File: src/rtl/core/scoped_bump_allocator_macros.svh
// Assertion shorthands shared by the allocator RTL
`ifndef SCOPED_BUMP_ALLOCATOR_MACROS_SVH
`define SCOPED_BUMP_ALLOCATOR_MACROS_SVH

// Same-cycle implication, checked out of reset
`define SBA_ASSERT_NOW(lbl, ante, cons, msg) \
  lbl: assert property (@(posedge clk) disable iff (!rst_n) (ante) |-> (cons)) else $error(msg);

// Implication checked in the next cycle, out of reset
`define SBA_ASSERT_NEXT(lbl, ante, cons, msg) \
  lbl: assert property (@(posedge clk) disable iff (!rst_n) (ante) |=> (cons)) else $error(msg);

`endif

File: src/rtl/core/sba_pkg.sv
package sba_pkg;

  typedef enum logic [1:0] {
    CMD_ALLOC = 2'd0,
    CMD_PUSH  = 2'd1,
    CMD_POP   = 2'd2,
    CMD_RESET = 2'd3
  } cmd_t;

  typedef enum logic [2:0] {
    ST_OK         = 3'd0,
    ST_ZERO_SIZE  = 3'd1,
    ST_NO_SPACE   = 3'd2,
    ST_DEPTH_FULL = 3'd3,
    ST_POP_EMPTY  = 3'd4
  } status_t;

  localparam int unsigned CFG_IDX_W = 8;

  localparam logic [CFG_IDX_W-1:0] REG_CAPACITY = 8'd0;
  localparam logic [CFG_IDX_W-1:0] REG_BASE     = 8'd1;

  localparam logic [31:0] CAPACITY_RESET = 32'd4096;
  localparam logic [31:0] BASE_RESET     = 32'd0;

  localparam int unsigned ALIGN_W = 15;

  typedef struct packed {
    cmd_t        cmd;
    logic [31:0] alloc_size;
    logic [3:0]  align_log2;
    logic [31:0] reserve_bytes;
  } in_t;

  typedef struct packed {
    logic        ok;
    status_t     status;
    logic [32:0] address;
    logic [31:0] used_bytes;
  } out_t;

  // shift control for the mark chain
  typedef struct packed {
    logic push;
    logic pop;
  } stk_ctl_t;

endpackage

File: src/rtl/core/scoped_bump_allocator.sv
// Scoped bump allocator.
// Commands arrive on in_data and are taken at a clock edge where start is high
// and busy is low. Each command yields one result beat on out_data, marked by
// out_valid for a single cycle; the receiver has no way to stall it.
// A command passes an evaluate stage (fit checks, aligned start) and then a commit
// stage (cursor update, mark chain shift); out_valid and out_data are registered
// from the commit stage. busy is high only in the evaluate cycle, so a new command
// can be taken while the previous one commits.
// Region size and base address are written through cfg_* (index 0 capacity,
// index 1 base); cfg_ready is always high, write only while idle.
// Scope marks live in a row of shift cells, newest at the head; a push shifts
// the row down, a pop shifts it up and restores the cursor from the head.
// After reset: cursor and depth 0, capacity 4096, base 0, no result pending.
// Marks are not cleared and no clearing pass is needed.
module scoped_bump_allocator
  import sba_pkg::*;
#(
  parameter int unsigned MAX_SCOPES  = 16,
  parameter int unsigned OFFSET_BITS = 32
) (
  input  logic                 clk,
  input  logic                 rst_n,
  input  logic                 start,
  output logic                 busy,
  input  in_t                  in_data,
  output logic                 out_valid,
  output out_t                 out_data,
  input  logic                 cfg_valid,
  output logic                 cfg_ready,
  input  logic [CFG_IDX_W-1:0] cfg_index,
  input  logic [31:0]          cfg_data
);

  localparam int unsigned CW = (OFFSET_BITS < 32) ? OFFSET_BITS : 32;
  localparam int unsigned DW = $clog2(MAX_SCOPES + 1);
  localparam logic [CW-1:0] CAP_LIM    = '1;
  localparam logic [DW-1:0] DEPTH_FULL = DW'(MAX_SCOPES);

  // configuration
  logic [31:0] capacity_r, capacity_nxt;
  logic [31:0] base_r,     base_nxt;

  // architectural state
  logic [CW-1:0] cursor_r, cursor_nxt;
  logic [DW-1:0] depth_r,  depth_nxt;

  // evaluate stage
  logic          ph1_r;
  in_t           in_r;

  // commit stage
  logic          ph2_r;
  cmd_t          p2_cmd_r;
  logic          p2_ok_r;
  status_t       p2_status_r;
  logic [32:0]   p2_start_r;
  logic [ALIGN_W-1:0] p2_pad_r;
  logic [31:0]   p2_size_r;

  logic          out_valid_r;
  out_t          out_r, out_nxt;

  // evaluate logic
  logic [CW-1:0]      cap_eff;
  logic [ALIGN_W-1:0] amask;
  logic [33:0]        fit_sum;
  logic [32:0]        res_sum;
  logic [32:0]        start_sum;
  logic [ALIGN_W-1:0] pad;
  logic               ev_ok;
  status_t            ev_status;

  // commit logic
  logic [33:0]   grow_sum;
  logic [CW-1:0] top_mark;
  stk_ctl_t      stk_ctl;

  assign cfg_ready = 1'b1;
  assign busy      = ph1_r;

  always_comb begin
    capacity_nxt = capacity_r;
    base_nxt     = base_r;
    if (cfg_valid) begin
      unique case (cfg_index)
        REG_CAPACITY: capacity_nxt = cfg_data;
        REG_BASE:     base_nxt     = cfg_data;
        default:      ;
      endcase
    end
  end

  assign cap_eff = (capacity_r > 32'(CAP_LIM)) ? CAP_LIM : capacity_r[CW-1:0];
  assign amask   = ~({ALIGN_W{1'b1}} << in_r.align_log2);

  // worst case reserve, no wrap
  assign fit_sum   = 34'(cursor_r) + 34'(in_r.alloc_size) + 34'(amask);
  assign res_sum   = 33'(cursor_r) + 33'(in_r.reserve_bytes);
  assign start_sum = 33'(base_r) + 33'(cursor_r);
  assign pad       = (~start_sum[ALIGN_W-1:0] + ALIGN_W'(1)) & amask;

  always_comb begin
    ev_ok     = 1'b0;
    ev_status = ST_OK;
    unique case (in_r.cmd)
      CMD_ALLOC: begin
        if (in_r.alloc_size == 32'd0) begin
          ev_status = ST_ZERO_SIZE;
        end else if (fit_sum > 34'(cap_eff)) begin
          ev_status = ST_NO_SPACE;
        end else begin
          ev_ok = 1'b1;
        end
      end
      CMD_PUSH: begin
        if (depth_r >= DEPTH_FULL) begin
          ev_status = ST_DEPTH_FULL;
        end else if ((in_r.reserve_bytes != 32'd0) && (res_sum > 33'(cap_eff))) begin
          ev_status = ST_NO_SPACE;
        end else begin
          ev_ok = 1'b1;
        end
      end
      CMD_POP: begin
        if (depth_r == '0) begin
          ev_status = ST_POP_EMPTY;
        end else begin
          ev_ok = 1'b1;
        end
      end
      CMD_RESET: ev_ok = 1'b1;
      default:   ev_status = ST_OK;
    endcase
  end

  // commit logic
  assign grow_sum = 34'(cursor_r) + 34'(p2_pad_r) + 34'(p2_size_r);

  always_comb begin
    cursor_nxt   = cursor_r;
    depth_nxt    = depth_r;
    stk_ctl.push = 1'b0;
    stk_ctl.pop  = 1'b0;
    if (ph2_r && p2_ok_r) begin
      case (p2_cmd_r)
        CMD_ALLOC: cursor_nxt = grow_sum[CW-1:0];
        CMD_PUSH: begin
          depth_nxt    = depth_r + DW'(1);
          stk_ctl.push = 1'b1;
        end
        CMD_POP: begin
          depth_nxt   = depth_r - DW'(1);
          cursor_nxt  = top_mark;
          stk_ctl.pop = 1'b1;
        end
        default: begin
          cursor_nxt = '0;
          depth_nxt  = '0;
        end
      endcase
    end
  end

  always_comb begin
    out_nxt.ok         = p2_ok_r;
    out_nxt.status     = p2_status_r;
    out_nxt.address    = '0;
    out_nxt.used_bytes = 32'(cursor_nxt);
    if (p2_ok_r && (p2_cmd_r == CMD_ALLOC)) begin
      out_nxt.address = p2_start_r + 33'(p2_pad_r);
    end
  end

  sba_mark_chain #(
    .DEPTH (MAX_SCOPES),
    .W     (CW)
  ) u_marks (
    .clk       (clk),
    .ctl       (stk_ctl),
    .push_mark (cursor_r),
    .top_mark  (top_mark)
  );

  always_ff @(posedge clk) begin
    if (!rst_n) begin
      capacity_r  <= CAPACITY_RESET;
      base_r      <= BASE_RESET;
      cursor_r    <= '0;
      depth_r     <= '0;
      ph1_r       <= 1'b0;
      ph2_r       <= 1'b0;
      out_valid_r <= 1'b0;
    end else begin
      capacity_r  <= capacity_nxt;
      base_r      <= base_nxt;
      cursor_r    <= cursor_nxt;
      depth_r     <= depth_nxt;
      ph1_r       <= start && !busy;
      ph2_r       <= ph1_r;
      out_valid_r <= ph2_r;
    end
  end

  always_ff @(posedge clk) begin
    if (start && !busy) begin
      in_r <= in_data;
    end
    if (ph1_r) begin
      p2_cmd_r    <= in_r.cmd;
      p2_ok_r     <= ev_ok;
      p2_status_r <= ev_status;
      p2_start_r  <= start_sum;
      p2_pad_r    <= pad;
      p2_size_r   <= in_r.alloc_size;
    end
    if (ph2_r) begin
      out_r <= out_nxt;
    end
  end

  assign out_valid = out_valid_r;
  assign out_data  = out_r;

`include "scoped_bump_allocator_macros.svh"

  `SBA_ASSERT_NOW(a_depth_bound, 1'b1, depth_r <= DEPTH_FULL, "scope depth beyond limit")
  `SBA_ASSERT_NOW(a_result_latency, start && !busy, ##3 out_valid, "result beat missing")
  `SBA_ASSERT_NOW(a_ok_status, out_valid, out_data.ok == (out_data.status == ST_OK),
                  "ok flag disagrees with status")
  `SBA_ASSERT_NOW(a_fail_addr, out_valid && !out_data.ok, out_data.address == '0,
                  "address on failed command")
  `SBA_ASSERT_NEXT(a_stall_idle, ph1_r, !ph1_r, "evaluate stage held over")

endmodule

File: src/rtl/core/sba_mark_cell.sv
module sba_mark_cell
  import sba_pkg::*;
#(
  parameter int unsigned W = 32
) (
  input  logic         clk,
  input  stk_ctl_t     ctl,
  input  logic [W-1:0] from_up,
  input  logic [W-1:0] from_down,
  output logic [W-1:0] mark
);

  logic [W-1:0] mark_r;

  always_ff @(posedge clk) begin
    if (ctl.push) begin
      mark_r <= from_up;
    end else if (ctl.pop) begin
      mark_r <= from_down;
    end
  end

  assign mark = mark_r;

endmodule

File: src/rtl/core/sba_mark_chain.sv
module sba_mark_chain
  import sba_pkg::*;
#(
  parameter int unsigned DEPTH = 16,
  parameter int unsigned W     = 32
) (
  input  logic         clk,
  input  stk_ctl_t     ctl,
  input  logic [W-1:0] push_mark,
  output logic [W-1:0] top_mark
);

  logic [W-1:0] marks [DEPTH];

  // cell 0 is the newest mark; a push moves every mark one cell down
  for (genvar i = 0; i < DEPTH; i++) begin : g_cell
    logic [W-1:0] up_d;
    logic [W-1:0] down_d;

    if (i == 0) begin : g_head
      assign up_d = push_mark;
    end else begin : g_body
      assign up_d = marks[i-1];
    end

    if (i == DEPTH - 1) begin : g_tail
      assign down_d = marks[i];
    end else begin : g_mid
      assign down_d = marks[i+1];
    end

    sba_mark_cell #(
      .W (W)
    ) u_cell (
      .clk       (clk),
      .ctl       (ctl),
      .from_up   (up_d),
      .from_down (down_d),
      .mark      (marks[i])
    );
  end

  assign top_mark = marks[0];

endmodule
File: config.mk
export PLATFORM = sky130hd
export DESIGN_NAME = scoped_bump_allocator
export DESIGN_NICKNAME = d
export VERILOG_FILES = /design/src/rtl/core/sba_pkg.sv /design/src/rtl/core/scoped_bump_allocator.sv /design/src/rtl/core/sba_mark_cell.sv /design/src/rtl/core/sba_mark_chain.sv
export VERILOG_INCLUDE_DIRS = /design/src /design/src/rtl/core
export SDC_FILE = /design/constraint.sdc
export NUM_CORES = 2
export LEC_CHECK = 0
export BUFFER_PORTS_ARGS = -buffer_cell sky130_fd_sc_hd__buf_2
export CAP_MARGIN = 10
export CORE_MARGIN = 8
export CORE_UTILIZATION = 40
export DETAILED_ROUTE_END_ITERATION = 7
export PLACE_DENSITY = 0.65
export SLEW_MARGIN = 20
export SYNTH_ARGS = -nofsm -noshare
export SYNTH_HDL_FRONTEND = slang
export SYNTH_SLANG_ARGS = --single-unit
File: constraint.sdc
create_clock -name clk -period 23.4 [get_ports clk]
set_input_delay 5.85 -clock clk [delete_from_list [all_inputs] [get_ports clk]]
set_output_delay 5.85 -clock clk [all_outputs]
set_load 0.02 [all_outputs]
# ---- Yosys cells after proc, flatten, opt, wreduce, memory -nomap -nowiden
# Index checks and enable logic that the tools add are counted.
dict set report op_classes {
  order_cmp 4
  n_mux 49
  shifts 1
  bitwise_logic 4
  addsub 10
  n_eq_ne 6
  n_reduce_logical 15
}
# cell count
set op_table {}
lappend op_table {{32-bit 2-to-1 mux} 32}
lappend op_table {{32-bit by 32-bit adder with 33-bit output} 3}
lappend op_table {{32-bit case mux with 3 select lines} 1}
lappend op_table {{33-bit by 15-bit adder with 34-bit output} 1}
lappend op_table {{34-bit by 32-bit greater-than comparator with 1-bit output} 1}
lappend op_table {{33-bit by 15-bit adder with 33-bit output} 1}
lappend op_table {{33-bit by 32-bit greater-than comparator with 1-bit output} 1}
lappend op_table {{32-bit by 15-bit adder with 32-bit output} 1}
lappend op_table {{32-bit adder} 1}
lappend op_table {{32-bit greater-than comparator, second input constant} 1}
lappend op_table {{32-bit zero test} 1}
lappend op_table {{32-bit nonzero test} 1}
lappend op_table {{15-bit NOT} 2}
lappend op_table {{15-bit by 1-bit adder with 15-bit output, second input constant} 1}
lappend op_table {{15-bit bitwise AND} 1}
lappend op_table {{5-bit case mux with 3 select lines} 1}
lappend op_table {{15-bit by 4-bit << shifter with 15-bit output, first input constant} 1}
lappend op_table {{2-bit 2-to-1 mux} 5}
lappend op_table {{3-bit case mux with 3 select lines} 1}
lappend op_table {{8-bit by 1-bit equality test with 1-bit output, second input constant} 1}
lappend op_table {{8-bit zero test} 1}
lappend op_table {{1-bit 2-to-1 mux} 7}
lappend op_table {{2-bit equality test, second input constant} 3}
lappend op_table {{2-bit AND reduction} 3}
lappend op_table {{other kinds (12)} 17}
dict set report word_totals {
  elab_cells 126
  inputBits 114
  out_inout_bits 72
  register_bits 841
}

# ---- Depth between registers and ports, before layout
dict set report logic_depth {
  word_depth 7
  ltp_mapped 25
  mapped_depth_nobuf 24
}

# ---- Cells and area by module
# A second synthesis with hierarchy kept.
dict set report hier_totals {
  cells_unflattened 3233
  hier_area_um2 45726.4
}
# module cells_each instances area_per_inst_um2 seq_area_each_um2
set modules_own_cells {}
lappend modules_own_cells {sba_mark_cell 69 16 1507.7 960.9}
lappend modules_own_cells {scoped_bump_allocator 2129 1 21603.2 8838.5}

# ---- Worst setup path after synthesis
# Ideal clock, no wire load.
dict set report synth_timing {
  path_kind {register -> register}
  from {register ph2_r}
  to {register u_marks.g_cell[0].u_cell.mark_r[0] (enable)}
  required_ns 22.068
  arrival_ns 22.326
  synth_period_minus_slack_ns 23.659
  path_buffers 0
  setup_time_ns 1.332
  slack_ns -0.259
  stages_incl_launch_ff 3
  path_cell_list {dfxtp_1 nand2_1 nor2_1}
}
dict set report synth_via {
  elab_chain_len 3
}
# item line
set synth_lines {}
lappend synth_lines {{start, declared} scoped_bump_allocator.sv:52} ;# logic ph2_r;
lappend synth_lines {{start signal, assigned} scoped_bump_allocator.sv:199} ;# ph2_r <= ph1_r;
lappend synth_lines {{1-bit logical AND} scoped_bump_allocator.sv:144} ;# if (ph2_r && p2_ok_r) begin
lappend synth_lines {{2-bit 2-to-1 mux} scoped_bump_allocator.sv:144}
lappend synth_lines {{2-bit nonzero test (no source line)} --}
lappend synth_lines {{end signal, assigned} sba_mark_cell.sv:17} ;# mark_r <= from_up;
lappend synth_lines {{end signal, assigned} sba_mark_cell.sv:19} ;# mark_r <= from_down;
lappend synth_lines {{end, declared} sba_mark_cell.sv:13} ;# logic [W-1:0] mark_r;
# Every way passes these cells.
# A chain may end at the register's enable or synchronous reset.

# ---- Final worst setup path
dict set report layout_timing {
  from {register ph1_r, in the netlist busy}
  to {output port busy}
}
# item line
set layout_lines {}
lappend layout_lines {{start, declared} scoped_bump_allocator.sv:48} ;# logic ph1_r;
lappend layout_lines {{start signal, assigned} scoped_bump_allocator.sv:198} ;# ph1_r <= start && !busy;
lappend layout_lines {{end, declared} scoped_bump_allocator.sv:24} ;# output logic busy,
# No word-level cell between the ends.

==> metrics <==
internal power component 2.54 mW; worst clock skew on the final layout 0.0265 ns; Syn-to-layout area delta 12.5%; core region area 105000 µm²; Highest Clock Rate 134 MHz; number of nets at the end of the flow 4705; kind of capture point of the worst setup path primary output; Die X-Extent 342 µm; buffer type at the clock tree root sky130_fd_sc_hd__clkbuf_16; most frequently used flop master after synthesis sky130_fd_sc_hd__edfxtp_1; hpwl dp 72100 µm; worst relative slew slack 15.3%; netlist area before placement 42500 µm²; TritonCTS clock tree yes; via count of the first global-routing pass 28300; cell count after placement 5608; area of all placed cells without fillers 47800 µm²; category of the worst setup path launch point flop; number of different library cells in the post-synthesis netlist 81; Die Footprint 117000 µm²; library cell with the highest instance count after synthesis sky130_fd_sc_hd__nand2_1; Cell Rows 119; final hold viol count 0; cell with the biggest individual delay on the critical path sky130_fd_sc_hd__dfxtp_4; Arr. time, crit path 1.61 ns; highest ir drop seen on vdd 0.0558 mV; Post-synth ARST share 0%; Worst Setup SP busy; Largest stage delay, worst path 0.66 ns; number of clock sinks 841; leftover overflow at the end of global routing 0; I/O pins 186; routed len/inst 17.6 µm; floorplan die height 342 µm; leakage dissipation 19.9 nW; total design power 3.29 mW; post-route minimum period 7.46 ns; Syn Inst Count 4158; DRC violations left 0; pins over their slew limit 0; total iterations of the first detailed-routing run 7; fraction of the yosys area taken by sequential cells 56.9%; clock slew at reported path FFs 0.06 ns; Critical R2R Launch in_r[34]; cell depth of the worst setup path 1; last weighted congestion value of the routability-driven placer 0.909; routed vias 30000; number of cells in the finished layout apart from fillers 5780; sum of negative setup slack 0 ns; total length of routed wires 102000 µm; number of post-CTS setup repair buffers 0; total of fill cells in the finished design 9935; proportion of layout cells with a drive suffix above 1 8.71%; max-cap check violation count 0; number of cells traversed by the worst register-to-register path 23; total of cells resized after clock tree synthesis 0; part of the total power dissipated in combinational logic 6.7%; Worst Setup Path Type reg -> out; Data required, critical path 17.55 ns; Buffers & Inverters on Critical Path 1; Period Utilization, post-route 31.9%; area share of the largest cell type after synthesis 52.0%; worst setup path end busy; overall routing resource usage 16.9%; Net Count, Synth 4553; ranking of synthesized cells by area sky130_fd_sc_hd__edfxtp_1 (52%), sky130_fd_sc_hd__nand2_1 (15%), sky130_fd_sc_hd__ha_1 (7.2%); actual transition at the worst max-transition pin 1.27 ns; power dissipated by switching net loads 0.751 mW; number of buffers on the longest clock path 3; maximum fanout along the worst path 29; most frequent cells after synthesis sky130_fd_sc_hd__nand2_1 (1666), sky130_fd_sc_hd__edfxtp_1 (737), sky130_fd_sc_hd__ha_1 (245); clock buffer count from CTS 90; slack of the worst reg-to-reg path 16.53 ns; clock latency on the worst-skew pair 0.66 ns; class of the tightest hold or removal check reg -> reg; Finished Core Util 45.4%; total power divided by cell area 68.8 nW/µm²; level count of the clock H-tree 3; r2r endpoint p2_ok_r; wire length of the first global-routing pass 158000 µm; average cell area after synthesis 10.2 µm²; fraction of power consumed by the clock network 42.5%; category of cells accounting for the largest share of critical-path delay flip-flops; switching part of the total power 22.8%; sequential share of power 50.7%; setup repair after global routing missed its margin false; flip-flop and latch count after synthesis 841; outcome completed; Port Buffers 184; DRT antenna net count 0; pin count of the biggest net entering global routing 252; critical path, cell by cell buf_2; number of antenna violations at the first check in global routing 10; effective utilization at floorplan 40.4%; # hold bufs at CTS 0; total placed instance area 44900 µm²; Synthesis Warnings 0; 1st-iter DRT viols 2848; Final setup violation count 0; count of flip-flops with a built-in enable after synthesis 737; library cell with the largest summed area after synthesis sky130_fd_sc_hd__edfxtp_1; average vias per placed instance 5.18
==> final cells by class <==
cell class                      count  area (µm²)  share of cell area [%]
Sequential cell                   841       24200                    50.6
Multi-Input combinational cell   3063       17400                    36.4
Clock buffer                      124        2470                    5.17
Tap cell                         1391        1740                    3.64
Timing Repair Buffer              218        1220                    2.54
Clock inverter                     43         408                   0.853
Inverter                           96         368                   0.769
Antenna cell                        4        10.0                  0.0209
==> how the worst min path moves through the flow <==
| stage | from | endpoint | depth (start not counted) |
|---|---|---|---|
| finish | p2_status_r[2] | out_data[67] | 0 |
| CTS | p2_status_r[2] | out_data[67] | 0 |
| global placement | p2_status_r[1] | out_data[66] | 0 |
| floorplan | p2_status_r[0] | out_data[65] | 0 |
| global route | p2_status_r[2] | out_data[67] | 0 |
| detailed placement | p2_status_r[2] | out_data[67] | 0 |
==> power by group through the flow <==
stage               Sequential, mW  Clock, mW  Combinational (mW)
CTS                           1.67       1.44               0.222
floorplan                     1.70          0               0.147
global route                  1.67       1.49               0.247
finish                        1.67       1.40               0.222
global placement              1.70          0               0.218
detailed placement            1.70          0               0.220
==> metal layers <==
| layer | share of wire, % | vias up | track usage [%] |
|---|---|---|---|
| met5 | 0 | - | 0 |
| met4 | 3.6 | 0 | 6.69 |
| met3 | 6.3 | 192 | 3.07 |
| met2 | 45 | 718 | 26.4 |
| met1 | 45 | 14300 | 23.2 |
| li1 | - | 14700 | - |
==> metrics by stage <==
stage / setup WS [ns] / hold WS, ns
after detailed placement: 15.50 / 0.405
after CTS: 15.88 / 0.418
after floorplan: 7.90 / 0.400
final: 15.94 / 0.418
after global routing: 15.85 / 0.420
after global placement: 15.48 / 0.406
==> logic make-up after synthesis <==
kind of cell	Yosys count	synth area share (%)
xor gates and xnor gates	145	2.99
buffers and inverters	254	2.25
and+or+nand+nor	2086	20.2
AOI/OAI and AO/OA	546	8.63
muxes	4	0.0941
other	1	0.00882
DFF	841	56.9
adders and majority gates	281	8.90
==> placed cells by master (no fill, tap or decap), types with 27 or more instances in the layout <==
master and count:
sky130_fd_sc_hd__a21boi_0 67, sky130_fd_sc_hd__nand2b_1 30, sky130_fd_sc_hd__ha_1 245, sky130_fd_sc_hd__nand2_1 1665
sky130_fd_sc_hd__clkbuf_16 91, sky130_fd_sc_hd__edfxtp_1 737, sky130_fd_sc_hd__o21ai_0 77, sky130_fd_sc_hd__fa_1 36
sky130_fd_sc_hd__xnor2_1 86, sky130_fd_sc_hd__nor2_1 110, sky130_fd_sc_hd__and2_1 42, sky130_fd_sc_hd__inv_1 95
sky130_fd_sc_hd__a21oi_1 133, sky130_fd_sc_hd__buf_4 30, sky130_fd_sc_hd__and3_1 27, sky130_fd_sc_hd__buf_2 184
sky130_fd_sc_hd__nand4_1 33, sky130_fd_sc_hd__a21o_1 82, sky130_fd_sc_hd__nand3_1 45, sky130_fd_sc_hd__xor2_1 59
sky130_fd_sc_hd__nor3_1 31, sky130_fd_sc_hd__dfxtp_1 102
==> registers in the layout, summed over array words and instances (netlist names), 2 cells and up <==
signal / cells
depth_r: 5
in_r: 70
u_marks.g_cell.u_cell.mark: 512
p2_size_r: 32
capacity_r: 32
p2_cmd_r: 2
p2_start_r: 33
p2_pad_r: 15
out_data: 69
p2_status_r: 3
base_r: 32
cursor_r: 32
No activity file was read; power rests on OpenSTA's default activity.
